<file path="src/hdl/assert_macros.svh">
// assertion macros shared by the parser rtl
// no dependencies; clocked properties, disabled while the active-low reset is low
`ifndef ASSERT_MACROS_SVH
`define ASSERT_MACROS_SVH

// antecedent implies consequent in the same cycle
`define FPP_ASSERT_SAME(label, clk, rst_n, ante, cons, msg) \
    label: assert property (@(posedge clk) disable iff (!rst_n) (ante) |-> (cons)) \
        else $error(msg);

// antecedent implies consequent in the next cycle
`define FPP_ASSERT_NEXT(label, clk, rst_n, ante, cons, msg) \
    label: assert property (@(posedge clk) disable iff (!rst_n) (ante) |=> (cons)) \
        else $error(msg);

`endif

</file>
<file path="src/hdl/fpp_pkg.sv">
// shared types and constants for the framed packet parser
// no dependencies
package fpp_pkg;

    localparam int ERROR_COUNT_WIDTH_DEF = 16;
    localparam int CFG_INDEX_WIDTH       = 8;

    localparam logic [CFG_INDEX_WIDTH-1:0] CFG_SYNC_BYTE      = 8'd0;
    localparam logic [CFG_INDEX_WIDTH-1:0] CFG_OVERHEAD_BYTES = 8'd1;

    localparam logic [7:0] SYNC_BYTE_RESET      = 8'd153;
    localparam logic [7:0] OVERHEAD_BYTES_RESET = 8'd6;

    localparam logic [1:0] EV_NONE  = 2'd0;
    localparam logic [1:0] EV_BYTE  = 2'd1;
    localparam logic [1:0] EV_GOOD  = 2'd2;
    localparam logic [1:0] EV_ERROR = 2'd3;

    typedef enum logic [6:0] {
        PH_HUNT    = 7'b0000001,
        PH_LEN     = 7'b0000010,
        PH_ACID    = 7'b0000100,
        PH_MSGID   = 7'b0001000,
        PH_PAYLOAD = 7'b0010000,
        PH_CK1     = 7'b0100000,
        PH_CK2     = 7'b1000000
    } t_phase;

    typedef struct packed {
        logic [7:0] sync_byte;
        logic [7:0] overhead_bytes;
    } t_cfg;

    typedef struct packed {
        logic [1:0]  event_res;
        logic [7:0]  payload_byte;
        logic [7:0]  payload_index;
        logic [7:0]  payload_length;
        logic [7:0]  aircraft_id;
        logic [7:0]  message_id;
        logic [15:0] error_count;
    } t_result;

endpackage

</file>
<file path="src/hdl/fpp_cfg.sv">
// configuration registers: sync byte and overhead byte count
// depends on fpp_pkg
module fpp_cfg (
    input  logic                               i_clk,
    input  logic                               i_rst_n,
    input  logic                               i_cfg_valid,
    input  logic [fpp_pkg::CFG_INDEX_WIDTH-1:0] i_cfg_index,
    input  logic [7:0]                         i_cfg_data,
    output logic                               o_cfg_ready,
    output fpp_pkg::t_cfg                      o_cfg
);

    logic [7:0] r_sync_byte;
    logic [7:0] r_overhead_bytes;

    assign o_cfg_ready = 1'b1;

    always_ff @(posedge i_clk) begin
        if (!i_rst_n) begin
            r_sync_byte      <= fpp_pkg::SYNC_BYTE_RESET;
            r_overhead_bytes <= fpp_pkg::OVERHEAD_BYTES_RESET;
        end else if (i_cfg_valid) begin
            // writes beyond the two registers are dropped
            unique case (i_cfg_index)
                fpp_pkg::CFG_SYNC_BYTE:      r_sync_byte      <= i_cfg_data;
                fpp_pkg::CFG_OVERHEAD_BYTES: r_overhead_bytes <= i_cfg_data;
                default: ;
            endcase
        end
    end

    assign o_cfg.sync_byte      = r_sync_byte;
    assign o_cfg.overhead_bytes = r_overhead_bytes;

endmodule

</file>
<file path="src/hdl/fpp_parse.sv">
// frame parser state machine, fletcher sums and saturating error counter
// depends on fpp_pkg and assert_macros.svh
`include "assert_macros.svh"

module fpp_parse #(
    parameter int ERROR_COUNT_WIDTH = fpp_pkg::ERROR_COUNT_WIDTH_DEF
) (
    input  logic             i_clk,
    input  logic             i_rst_n,
    input  logic             i_accept,
    input  logic [7:0]       i_rx_byte,
    input  fpp_pkg::t_cfg    i_cfg,
    output fpp_pkg::t_result o_result
);

    fpp_pkg::t_phase              r_phase, n_phase;
    logic [7:0]                   r_sum_first, n_sum_first;
    logic [7:0]                   r_sum_second, n_sum_second;
    logic [7:0]                   r_frame_length, n_frame_length;
    logic [7:0]                   r_byte_index, n_byte_index;
    logic [7:0]                   r_aircraft_id, n_aircraft_id;
    logic [7:0]                   r_message_id, n_message_id;
    logic [ERROR_COUNT_WIDTH-1:0] r_errors, n_errors;

    logic [7:0]                   w_acc_first;
    logic [7:0]                   w_acc_second;
    logic [7:0]                   w_index_inc;
    logic [ERROR_COUNT_WIDTH-1:0] w_errors_inc;
    logic [ERROR_COUNT_WIDTH+15:0] w_errors_ext;
    logic [1:0]                   w_event;
    logic [7:0]                   w_payload_byte;
    logic [7:0]                   w_payload_index;

    assign w_acc_first  = r_sum_first + i_rx_byte;
    assign w_acc_second = r_sum_second + w_acc_first;
    assign w_index_inc  = r_byte_index + 8'd1;
    // counter holds once all ones
    assign w_errors_inc = (&r_errors) ? r_errors : r_errors + 1'b1;

    always_comb begin
        n_phase         = r_phase;
        n_sum_first     = r_sum_first;
        n_sum_second    = r_sum_second;
        n_frame_length  = r_frame_length;
        n_byte_index    = r_byte_index;
        n_aircraft_id   = r_aircraft_id;
        n_message_id    = r_message_id;
        n_errors        = r_errors;
        w_event         = fpp_pkg::EV_NONE;
        w_payload_byte  = 8'd0;
        w_payload_index = 8'd0;
        unique case (r_phase)
            fpp_pkg::PH_LEN: begin
                n_frame_length = i_rx_byte - i_cfg.overhead_bytes;
                n_byte_index   = 8'd0;
                n_sum_first    = w_acc_first;
                n_sum_second   = w_acc_second;
                n_phase        = fpp_pkg::PH_ACID;
            end
            fpp_pkg::PH_ACID: begin
                n_aircraft_id = i_rx_byte;
                n_sum_first   = w_acc_first;
                n_sum_second  = w_acc_second;
                n_phase       = fpp_pkg::PH_MSGID;
            end
            fpp_pkg::PH_MSGID: begin
                n_message_id = i_rx_byte;
                n_sum_first  = w_acc_first;
                n_sum_second = w_acc_second;
                // empty payload skips straight to the checksum
                n_phase      = (r_frame_length == 8'd0) ? fpp_pkg::PH_CK1
                                                        : fpp_pkg::PH_PAYLOAD;
            end
            fpp_pkg::PH_PAYLOAD: begin
                w_event         = fpp_pkg::EV_BYTE;
                w_payload_byte  = i_rx_byte;
                w_payload_index = r_byte_index;
                n_byte_index    = w_index_inc;
                n_sum_first     = w_acc_first;
                n_sum_second    = w_acc_second;
                if (w_index_inc == r_frame_length) begin
                    n_phase = fpp_pkg::PH_CK1;
                end
            end
            fpp_pkg::PH_CK1: begin
                if (i_rx_byte != r_sum_first) begin
                    w_event  = fpp_pkg::EV_ERROR;
                    n_errors = w_errors_inc;
                    n_phase  = fpp_pkg::PH_HUNT;
                end else begin
                    n_phase = fpp_pkg::PH_CK2;
                end
            end
            fpp_pkg::PH_CK2: begin
                if (i_rx_byte != r_sum_second) begin
                    w_event  = fpp_pkg::EV_ERROR;
                    n_errors = w_errors_inc;
                end else begin
                    w_event = fpp_pkg::EV_GOOD;
                end
                n_phase = fpp_pkg::PH_HUNT;
            end
            default: begin
                // hunting: sync byte seeds both sums
                if (i_rx_byte == i_cfg.sync_byte) begin
                    n_sum_first  = i_cfg.sync_byte;
                    n_sum_second = i_cfg.sync_byte;
                    n_phase      = fpp_pkg::PH_LEN;
                end else begin
                    n_phase = fpp_pkg::PH_HUNT;
                end
            end
        endcase
    end

    always_ff @(posedge i_clk) begin
        if (!i_rst_n) begin
            r_phase        <= fpp_pkg::PH_HUNT;
            r_sum_first    <= 8'd0;
            r_sum_second   <= 8'd0;
            r_frame_length <= 8'd0;
            r_byte_index   <= 8'd0;
            r_aircraft_id  <= 8'd0;
            r_message_id   <= 8'd0;
            r_errors       <= '0;
        end else if (i_accept) begin
            r_phase        <= n_phase;
            r_sum_first    <= n_sum_first;
            r_sum_second   <= n_sum_second;
            r_frame_length <= n_frame_length;
            r_byte_index   <= n_byte_index;
            r_aircraft_id  <= n_aircraft_id;
            r_message_id   <= n_message_id;
            r_errors       <= n_errors;
        end
    end

    // reported count is the low 16 bits, zero filled for narrow counters
    assign w_errors_ext = {16'd0, n_errors};

    assign o_result.event_res      = w_event;
    assign o_result.payload_byte   = w_payload_byte;
    assign o_result.payload_index  = w_payload_index;
    assign o_result.payload_length = n_frame_length;
    assign o_result.aircraft_id    = n_aircraft_id;
    assign o_result.message_id     = n_message_id;
    assign o_result.error_count    = w_errors_ext[15:0];

    `FPP_ASSERT_SAME(a_index_below_length, i_clk, i_rst_n,
        r_phase == fpp_pkg::PH_PAYLOAD, r_byte_index != r_frame_length,
        "payload phase with index at frame length")
    `FPP_ASSERT_NEXT(a_errors_only_on_error, i_clk, i_rst_n,
        !i_accept || w_event != fpp_pkg::EV_ERROR, r_errors == $past(r_errors),
        "error counter moved without an error beat")
    `FPP_ASSERT_NEXT(a_sums_seeded, i_clk, i_rst_n,
        i_accept && r_phase == fpp_pkg::PH_HUNT && n_phase == fpp_pkg::PH_LEN,
        r_sum_first == r_sum_second,
        "checksum sums not seeded alike after sync")

endmodule

</file>
<file path="src/hdl/fpp_out.sv">
// result register with valid/ready toward the receiver
// depends on fpp_pkg and assert_macros.svh
`include "assert_macros.svh"

module fpp_out (
    input  logic             i_clk,
    input  logic             i_rst_n,
    input  logic             i_load,
    input  fpp_pkg::t_result i_result,
    input  logic             i_out_ready,
    output logic             o_can_load,
    output logic             o_out_valid,
    output fpp_pkg::t_result o_result
);

    logic             r_valid, n_valid;
    fpp_pkg::t_result r_result;

    // a new beat may enter while the held one leaves
    assign o_can_load = !r_valid || i_out_ready;

    always_comb begin
        n_valid = r_valid;
        if (i_load) begin
            n_valid = 1'b1;
        end else if (i_out_ready) begin
            n_valid = 1'b0;
        end
    end

    always_ff @(posedge i_clk) begin
        if (!i_rst_n) begin
            r_valid <= 1'b0;
        end else begin
            r_valid <= n_valid;
        end
    end

    always_ff @(posedge i_clk) begin
        if (i_load) begin
            r_result <= i_result;
        end
    end

    assign o_out_valid = r_valid;
    assign o_result    = r_result;

    `FPP_ASSERT_NEXT(a_load_gives_valid, i_clk, i_rst_n,
        i_load, r_valid,
        "loaded beat not presented")
    `FPP_ASSERT_SAME(a_no_overwrite, i_clk, i_rst_n,
        i_load, !r_valid || i_out_ready,
        "held result overwritten before it was taken")

endmodule

</file>
<file path="src/hdl/framed_packet_parser_top.sv">
// framed packet parser: sync hunt, length/id header, streamed payload,
// fletcher-16 style checksum check with a saturating error counter.
//
// input channel: one received byte per beat on i_rx_byte (i_in_valid/o_in_ready).
// output channel: exactly one result beat per input beat (o_out_valid/
// i_out_ready) with the event code, the payload byte and its index on a
// payload event, and the held length, ids and error count after that byte.
// config channel: i_cfg_index 0 writes the sync byte, 1 the overhead byte
// count, other indexes are ignored; o_cfg_ready is always high.
// latency: the result of a byte is presented the cycle after it is accepted.
// throughput: one byte per cycle while results are taken; the parser state and
// the result register both update at the accepting edge.
// stall: while a result waits unread o_in_ready falls, and rises again in
// the cycle the result is taken, so no beat is lost or repeated.
// reset (synchronous, active low): parser goes back to hunting, sums,
// header fields and error count clear, sync byte 153, overhead 6, no result.
// depends on fpp_pkg, fpp_cfg, fpp_parse, fpp_out
module framed_packet_parser_top #(
    parameter int ERROR_COUNT_WIDTH = fpp_pkg::ERROR_COUNT_WIDTH_DEF
) (
    input  logic                               i_clk,
    input  logic                               i_rst_n,
    input  logic                               i_in_valid,
    output logic                               o_in_ready,
    input  logic [7:0]                         i_rx_byte,
    output logic                               o_out_valid,
    input  logic                               i_out_ready,
    output logic [1:0]                         o_event_res,
    output logic [7:0]                         o_payload_byte,
    output logic [7:0]                         o_payload_index,
    output logic [7:0]                         o_payload_length,
    output logic [7:0]                         o_aircraft_id,
    output logic [7:0]                         o_message_id,
    output logic [15:0]                        o_error_count,
    input  logic                               i_cfg_valid,
    output logic                               o_cfg_ready,
    input  logic [fpp_pkg::CFG_INDEX_WIDTH-1:0] i_cfg_index,
    input  logic [7:0]                         i_cfg_data
);

    fpp_pkg::t_cfg    w_cfg;
    fpp_pkg::t_result w_next_result;
    fpp_pkg::t_result w_out_result;
    logic             w_can_load;
    logic             w_accept;

    assign o_in_ready = w_can_load;
    assign w_accept   = i_in_valid && w_can_load;

    fpp_cfg u_cfg (
        .i_clk       (i_clk),
        .i_rst_n     (i_rst_n),
        .i_cfg_valid (i_cfg_valid),
        .i_cfg_index (i_cfg_index),
        .i_cfg_data  (i_cfg_data),
        .o_cfg_ready (o_cfg_ready),
        .o_cfg       (w_cfg)
    );

    fpp_parse #(
        .ERROR_COUNT_WIDTH (ERROR_COUNT_WIDTH)
    ) u_parse (
        .i_clk     (i_clk),
        .i_rst_n   (i_rst_n),
        .i_accept  (w_accept),
        .i_rx_byte (i_rx_byte),
        .i_cfg     (w_cfg),
        .o_result  (w_next_result)
    );

    fpp_out u_out (
        .i_clk       (i_clk),
        .i_rst_n     (i_rst_n),
        .i_load      (w_accept),
        .i_result    (w_next_result),
        .i_out_ready (i_out_ready),
        .o_can_load  (w_can_load),
        .o_out_valid (o_out_valid),
        .o_result    (w_out_result)
    );

    assign o_event_res      = w_out_result.event_res;
    assign o_payload_byte   = w_out_result.payload_byte;
    assign o_payload_index  = w_out_result.payload_index;
    assign o_payload_length = w_out_result.payload_length;
    assign o_aircraft_id    = w_out_result.aircraft_id;
    assign o_message_id     = w_out_result.message_id;
    assign o_error_count    = w_out_result.error_count;

endmodule
</file>
<file path="config.mk">
export PLATFORM = sky130hd
export DESIGN_NAME = framed_packet_parser_top
export DESIGN_NICKNAME = d
export VERILOG_FILES = /design/src/hdl/fpp_pkg.sv /design/src/hdl/fpp_cfg.sv /design/src/hdl/fpp_parse.sv /design/src/hdl/fpp_out.sv /design/src/hdl/framed_packet_parser_top.sv
export VERILOG_INCLUDE_DIRS = /design/src /design/src/hdl
export SDC_FILE = /design/constraint.sdc
export NUM_CORES = 1
export LEC_CHECK = 0
export BUFFER_PORTS_ARGS = -buffer_cell sky130_fd_sc_hd__buf_2
export CAP_MARGIN = 15
export CELL_PAD_IN_SITES_DETAIL_PLACEMENT = 0
export CELL_PAD_IN_SITES_GLOBAL_PLACEMENT = 1
export CORE_MARGIN = 4
export CORE_UTILIZATION = 45
export DETAILED_ROUTE_END_ITERATION = 10
export GPL_TIMING_DRIVEN = 0
export PLACE_DENSITY = 0.82
export SLEW_MARGIN = 15
export SYNTH_ARGS = -nofsm -noshare
export SYNTH_HDL_FRONTEND = slang
export SYNTH_HIERARCHICAL = 1
export SYNTH_SLANG_ARGS = --single-unit
</file>
<file path="constraint.sdc">
create_clock -name i_clk -period 4.8 [get_ports i_clk]
set_clock_uncertainty 0.15 [all_clocks]
set_input_delay 0.72 -clock i_clk [delete_from_list [all_inputs] [get_ports i_clk]]
set_output_delay 0.72 -clock i_clk [all_outputs]
set_load 0.02 [all_outputs]
</file>
==> results of run 1 <==
[cells by family (layout without fill, tap and decap cells)]
family / count (synthesis) / in the layout / synth area share (%)
compound gates: 156 / 156 / 13.1
xor+xnor: 48 / 48 / 5.53
fa+ha+maj: 27 / 27 / 4.57
buf+inv: 77 / 196 / 4.38
flops: 146 / 146 / 44.5
mux: 39 / 39 / 4.99
other cells: 1 / 1 / 0.0476
simple gates: 353 / 353 / 23.0
[cell usage after synthesis, types with 8 or more instances]
library cell and count:
edfxtp_1 58, nand2_1 128, ha_1 24, nand2b_1 18
nor4_1 14, nor2b_1 19, nor3_1 20, nand4_1 8
inv_1 29, clkbuf_1 22, a21oi_1 49, o211ai_1 8
nor2_1 52, xnor2_1 20, and2_1 17, o31ai_1 15
dfxtp_1 88, buf_2 19, nand3_1 34, mux2i_1 37
o21ai_0 31, xor2_1 27
[worst min-delay path, stage by stage, from the launching register on]
cell and delay (ns):
dfxtp_1 0.30, nand2_1 0.05, mux2i_1 0.05
[registers in the layout, summed over array words and instances (netlist names)]
signal	cells
u_cfg/r_sync_byte	8
u_parse/r_message_id	8
u_parse/r_errors	16
u_out/o_result	58
u_out/o_out_valid	1
u_parse/r_phase	7
u_cfg/r_overhead_bytes	8
u_parse/r_aircraft_id	8
u_parse/r_frame_length	8
u_parse/r_byte_index	8
u_parse/r_sum_second	8
u_parse/r_sum_first	8
[cell type report]
class / instances / area, um2
Buffer: 47 / 219
Timing Repair Buffer: 87 / 435
Clock inverter: 9 / 103
Fill cell: 1637 / 8050
Clock buffer: 23 / 488
Sequential cell: 146 / 3500
Multi-Input combinational cell: 624 / 4030
Tap cell: 225 / 282
Inverter: 30 / 126
[worst max-delay path by stage]
| stage | slack, ns | endpoint | cells after the start | start |
|---|---|---|---|---|
| finish | 1.38 | u_parse/r_sum_second[6] | 12 | i_rx_byte[0] |
| CTS | 1.40 | u_parse/r_sum_second[6] | 12 | i_rx_byte[0] |
| global placement | 0.03 | u_parse/r_sum_first[6] | 9 | i_out_ready |
| detailed placement | 0.98 | u_parse/r_sum_second[6] | 12 | i_rx_byte[0] |
| global route | 1.20 | u_parse/r_sum_second[7] | 13 | i_rx_byte[0] |
| floorplan | 1.01 | u_parse/r_errors[9] | 6 | i_out_ready |
[placed cells by master (no fill, tap or decap), types with 3 or more instances in the layout]
cell,instances
o21ai_0,31
a21boi_0,4
o2111ai_1,3
a31oi_1,5
nand4b_1,6
nand2b_1,18
o21bai_1,3
o21a_1,5
and2_1,16
o211a_1,3
clkbuf_16,17
nor2_1,52
a21oi_1,49
ha_1,24
buf_4,5
and3_1,5
fa_1,3
xor2_1,27
o211ai_1,8
or4_1,5
clkbuf_1,24
clkbuf_8,4
nor3_1,20
dfxtp_1,88
o31ai_1,15
buf_2,106
nor4_1,14
clkinvlp_4,3
nand3_1,34
edfxtp_1,58
xnor2_1,20
a311oi_1,6
mux2i_1,37
a21o_1,6
nor2b_1,19
or2_2,3
nand2_1,128
inv_1,29
nand4_1,8
[routing by layer]
layer	vias to the layer above	track usage, %	routed length (um)
met5	-	0	0
met4	0	6.12	285
met3	21	3.86	983
met2	191	33.1	9250
met1	3022	28.4	9320
li1	3216	-	-
[report_power, final]
part / leakage, nW / switching [W] / internal [W]
Sequential: 1.30 / 0.00000804 / 0.00131
Combinational: 2.13 / 0.000148 / 0.0000690
Clock: 0.283 / 0.000493 / 0.000817
Total: 3.72 / 0.000648 / 0.00220
[metrics by stage]
stage               area [um2]  std cells
floorplan                 7880        847
global placement          8590       1159
detailed placement        8600       1159
global route              9190       1191
finish                    9190       1191
CTS                       9190       1191
==> summary.md, run 1 <==
| Metric | Value |
|---|---|
| Outcome | completed |
| Routed wire per std cell | 16.7 um |
| Slowest CP cell | or3b_2 |
| Top cells by area, synth | dfxtp_1, edfxtp_1, nand2_1 |
| Inserted Clock Buffers | 17 |
| DR vias | 6450 |
| Cts hold-fix bufs | 0 |
| Worst r2r src | u_parse/r_sum_first[0] |
| Layout cells sized above 1 | 17.0% |
| GR Overflow Total | 0 |
| Syn Nets | 903 |
| Synthesized area per cell | 9.30 um2 |
| Global-route wire length before repair | 32400 um |
| CTS tree | built |
| Hold Path Sink | u_cfg/r_overhead_bytes[6] |
| Final net count | 1009 |
| Worst hold slack | 0.306 ns |
| Pwr dens | 310 nW/um2 |
| FF-to-FF path depth | 11 |
| Worst skew pair latency | 0.42 ns |
| Critical path cell sequence | buf_2 > ha_1 > fa_1 > a21o_1 > a21oi_1 > o21bai_1 > mux2i_1 > or2_2 > ha_1 > or3b_2 > a31o_2 > a21oi_1 |
| Yosys top cell area share | 22.4% |
| Min Tclk post-route | 3.42 ns |
| Rows | 48 |
| Fin util | 53.3% |
| Worst EP required | 5.00 ns |
| Post-route setup TNS | 0 ns |
| Leak pwr | 3.72 nW |
| Total GRT Usage | 20.6% |
| Buf+Inv Stages, Crit Path | 1 |
| I/O Buffers | 87 |
| R2R setup slack | 1.53 ns |
| Initial antenna violation count | 0 |
| Mapped Cells | 847 |
| # resized after CTS | 0 |
| Yosys cell types | 75 |
| Die W | 140 um |
| Fmax | 293 MHz |
| H-tree depth | 4 |
| Clock transition at path regs | 0.06 ns |
| Pre-CTS setup slack | 0.977 ns |
| Ys Warns | 6 |
| Total power | 0.00285 W |
| Number of iterations in the first detailed-routing pass | 5 |
| Final Cycle Share | 71.2% |
| R2r endpoint | u_parse/r_sum_second[6] |
| Via density | 5.42 |
| Sequential element share of the synthesized area | 44.5% |
| Vias in the first global route | 6132 |
| Critical path peak fanout | 4 |
| Peak supply drop | 234 uV |
| EDFF count, synth | 58 |
| CTS max path bufs | 2 |
| Slew HR | 46.7% |
| Ports | 90 |
| Critical path arrival | 3.62 ns |
| Setup crit end kind | flip-flop |
| RSZ-0062 raised after global routing | no |
| CORE AREA | 17200 um2 |
| Post-DP HPWL | 14600 um |
| Type of origin of the critical path | input port |
| Yosys reg bits | 146 |
| Endpoints failing hold | 0 |
| Synth async-reset ratio | 0% |
| Initial Util | 45.7% |
| HP Class | reg -> reg |
| Hold Crit Start | u_cfg/r_overhead_bytes[6] |
| Largest net degree at the start of global routing | 62 |
| Worst Max-Slew Pin Slew | 0.800 ns |
| Post-route ant nets | 0 |
| Mapped Area | 7880 um2 |
| Worst Hold Depth | 2 |
| Final GP Congestion | 0.852 |
| Clock Sinks | 146 |
| Drt initial violations | 383 |
| Final worst setup slack | 1.38 ns |
| Main synth FF type | dfxtp_1 |
| Die area | 19700 um2 |
| Routed WL | 19800 um |
| Leading area contributor after synthesis | dfxtp_1 |
| Setup Fix Bufs, Post-CTS | 0 |
| CTS Root Cell | clkbuf_16 |
| Area Growth Syn to Fin | 16.6% |
| Final Setup Violations | 0 |
| Die height | 140 um |
| Critical Path Max Stage Delay | 0.47 ns |
| Diodes inserted | 0 |
| Total of max-cap violations | 0 |
| Cell family with most CP delay | adder cells |
| DRC Markers | 0 |
| CP Class | in -> reg |
| Pins over their slew limit | 0 |
Note: power is estimated with default switching activity, not from simulation.
==> inputs of run 2 (changes only) <==
==> constraint.sdc (replaced) <==
create_clock -name i_clk -period 3.3 [get_ports i_clk]
set_clock_uncertainty 0.15 [all_clocks]
set_input_delay 0.495 -clock i_clk [delete_from_list [all_inputs] [get_ports i_clk]]
set_output_delay 0.495 -clock i_clk [all_outputs]
set_load 0.02 [all_outputs]
==> summary.md, run 2 (synthesis gave the netlist of run 1 again) <==
| Metric | Value |
|---|---|
| DR vias | 6479 (was 6450) |
| CP Class | reg -> reg (was in -> reg) |
| Critical path cell sequence | ha_1 > fa_2 > a21o_1 > a21oi_2 > o21bai_1 > mux2i_1 > or2_2 > ha_4 > or3b_2 > a31o_2 > a21oi_1 (was buf_2 > ha_1 > fa_1 > a21o_1 > a21oi_1 > o21bai_1 > mux2i_1 > or2_2 > ha_1 > or3b_2 > a31o_2 > a21oi_1) |
| Number of iterations in the first detailed-routing pass | 6 (was 5) |
| Largest net degree at the start of global routing | 62 (unchanged) |
| Min Tclk post-route | 3.10 ns |
| Fmax | 322 MHz |
| CTS tree | built (unchanged) |
| Die W | 140 um (unchanged) |
| CTS Root Cell | clkbuf_16 (unchanged) |
| Final Setup Violations | 0 (unchanged) |
| Clock transition at path regs | 0.06 ns (about the same) |
| Dpl cell area | 8600 um2 (unchanged) |
| Final Cycle Share | 94.0% |
| Worst r2r src | u_parse/r_sum_first[0] (unchanged) |
| CORE AREA | 17200 um2 (unchanged) |
| Critical path origin | u_parse/r_sum_first[0] (was i_rx_byte[0]) |
| Critical path arrival | 3.31 ns (was 3.62 ns) |
| Pins over their slew limit | 0 (unchanged) |
| Vias in the first global route | 6093 (was 6132) |
| Routed WL | 20500 um (was 19800 um) |
| Endpoints failing hold | 0 (unchanged) |
| Ports | 90 (unchanged) |
| Inserted Clock Buffers | 17 (unchanged) |
| Layout cells sized above 1 | 17.4% (was 17.0%) |
| Cts hold-fix bufs | 0 (unchanged) |
| Hold Crit Start | i_cfg_data[3] (was u_cfg/r_overhead_bytes[6]) |
| Die area | 19700 um2 (unchanged) |
| DRC Markers | 0 (unchanged) |
| Max FFs per register | 58 (unchanged) |
| Type of origin of the critical path | flip-flop (was input port) |
| DP Cell Count | 1159 (unchanged) |
| GR Overflow Total | 0 (unchanged) |
| Post-DP HPWL | 14700 um (was 14600 um) |
| Rows | 48 (unchanged) |
| Pwr dens | 443 nW/um2 (was 310 nW/um2) |
| Initial Util | 45.7% (unchanged) |
| Cell family with most CP delay | compound AO/OA/AOI/OAI gates (was adder cells) |
| Area Growth Syn to Fin | 16.8% (was 16.6%) |
| Worst EP required | 3.50 ns (was 5.00 ns) |
| Via density | 5.43 (was 5.42) |
| Total of max-cap violations | 0 (unchanged) |
| Most common cell after layout, fill and taps aside | nand2_1 (unchanged) |
| Peak supply drop | 388 uV (was 234 uV) |
| RSZ-0062 raised after global routing | no (unchanged) |
| CTS max path bufs | 2 (unchanged) |
| Slew HR | 49.0% (was 46.7%) |
| Routed wire per std cell | 17.2 um (was 16.7 um) |
| Final net count | 1010 (was 1009) |
| I/O Buffers | 87 (unchanged) |
| Post-route ant nets | 0 (unchanged) |
| HP Class | in -> reg (was reg -> reg) |
| Worst Max-Slew Pin Slew | 0.764 ns (was 0.800 ns) |
| Post-route cell area | 9200 um2 (was 9190 um2) |
| Total GRT Usage | 20.7% (was 20.6%) |
| Number of non-filler instances in the completed layout | 1193 (was 1191) |
| Final GP Congestion | 0.881 (was 0.852) |
| Global-route wire length before repair | 32500 um (was 32400 um) |
| Worst skew pair latency | 0.43 ns (was 0.42 ns) |
| Initial antenna violation count | 0 (unchanged) |
| Leak pwr | 3.71 nW (was 3.72 nW) |
| Critical Path Max Stage Delay | 0.45 ns (was 0.47 ns) |
| Most frequent cells in the layout | nand2_1, buf_2, dfxtp_1, edfxtp_1, nor2_1 (unchanged) |
| Setup crit end kind | flip-flop (unchanged) |
| Drt initial violations | 465 (was 383) |
| Setup Fix Bufs, Post-CTS | 0 (unchanged) |
| H-tree depth | 4 (unchanged) |
| Fillers | 1598 (was 1637) |
| Clock Sinks | 146 (unchanged) |
| Outcome | completed (unchanged) |
| Slowest CP cell | or3b_2 (unchanged) |
| Critical path peak fanout | 4 (unchanged) |
| Buf+Inv Stages, Crit Path | 0 (was 1) |
| Die height | 140 um (unchanged) |
run 2: cell types whose count changed in the layout (fill, tap and decap cells not counted), sizes merged:
cell / before / now
diode: 0 / 1
clkbuf: 45 / 42
clkinvlp: 3 / 2
inv: 30 / 29
clkinv: 3 / 8
and2: 17 / 18
run 2: path summary, 6_finish.rpt:
| kind | slack, ns | cells past startpoint | endpoint |
|---|---|---|---|
| max | 0.20 | 11 | u_parse/r_sum_second[6] |
| min | 0.18 | 3 | u_cfg/r_overhead_bytes[3] |
| max reg2reg | 0.20 | 11 | u_parse/r_sum_second[6] |
| min reg2reg | 0.30 | 2 | u_parse/r_message_id[5] |
run 2: timing repair:
item                                   in CTS  in global routing
resized for setup                           0                  5
endpoints found under the hold margin       0                  0
setup endpoints to repair                   0                  3
run 2: metal layers:
| layer | part of all wire [%] | GRT usage [%] |
|---|---|---|
| met4 | 1.5 | 6.99 |
| met2 | 47 | 33.0 |
| met3 | 5.7 | 3.93 |
| met1 | 46 | 28.4 |
| met5 | 0 | 0 |
run 2: final cells by class:
cell class,instances,area [um2],area share (%)
flip-flops and latches,146,3500,38.1
inverters,30,126,1.37
well taps,225,282,3.06
clock buffers,20,437,4.75
diodes,1,2.50,0.0272
clock inverters,12,116,1.26
plain buffers,47,219,2.38
repair buffers,87,435,4.73
multi-input cells,625,4080,44.3
run 2: through the flow:
| step | hold WS (ns) | setup WS [ns] | utilization [%] | total power, W | setup TNS [ns] |
|---|---|---|---|---|---|
| 5_1_grt | 0.180 | 0.0183 | 53.4 | 0.00423 | 0 |
| 2_1_floorplan | 0.285 | 0.0750 | - | 0.00216 | 0 |
| 6_report | 0.180 | 0.197 | 53.4 | 0.00407 | 0 |
| 3_3_place_gp | 0.293 | -0.371 | 49.9 | 0.00227 | -9.25 |
| 4_1_cts | 0.160 | 0.0486 | 53.1 | 0.00412 | 0 |
| 3_5_place_dp | 0.297 | -0.280 | 49.9 | 0.00228 | -0.545 |
run 2: worst reg2reg max path: stages, from the launching register on:
cell and delay (ns):
dfxtp_1 0.32, ha_1 0.21, fa_2 0.36, a21o_1 0.18
a21oi_2 0.19, o21bai_1 0.12, mux2i_1 0.15, or2_2 0.34
ha_4 0.24, or3b_2 0.45, a31o_2 0.22, a21oi_1 0.11
run 2: report_power, final:
group          leakage [nW]  switching, W  internal [W]
clock network         0.268      0.000733       0.00110
registers              1.30     0.0000120       0.00191
logic                  2.14      0.000218      0.000103
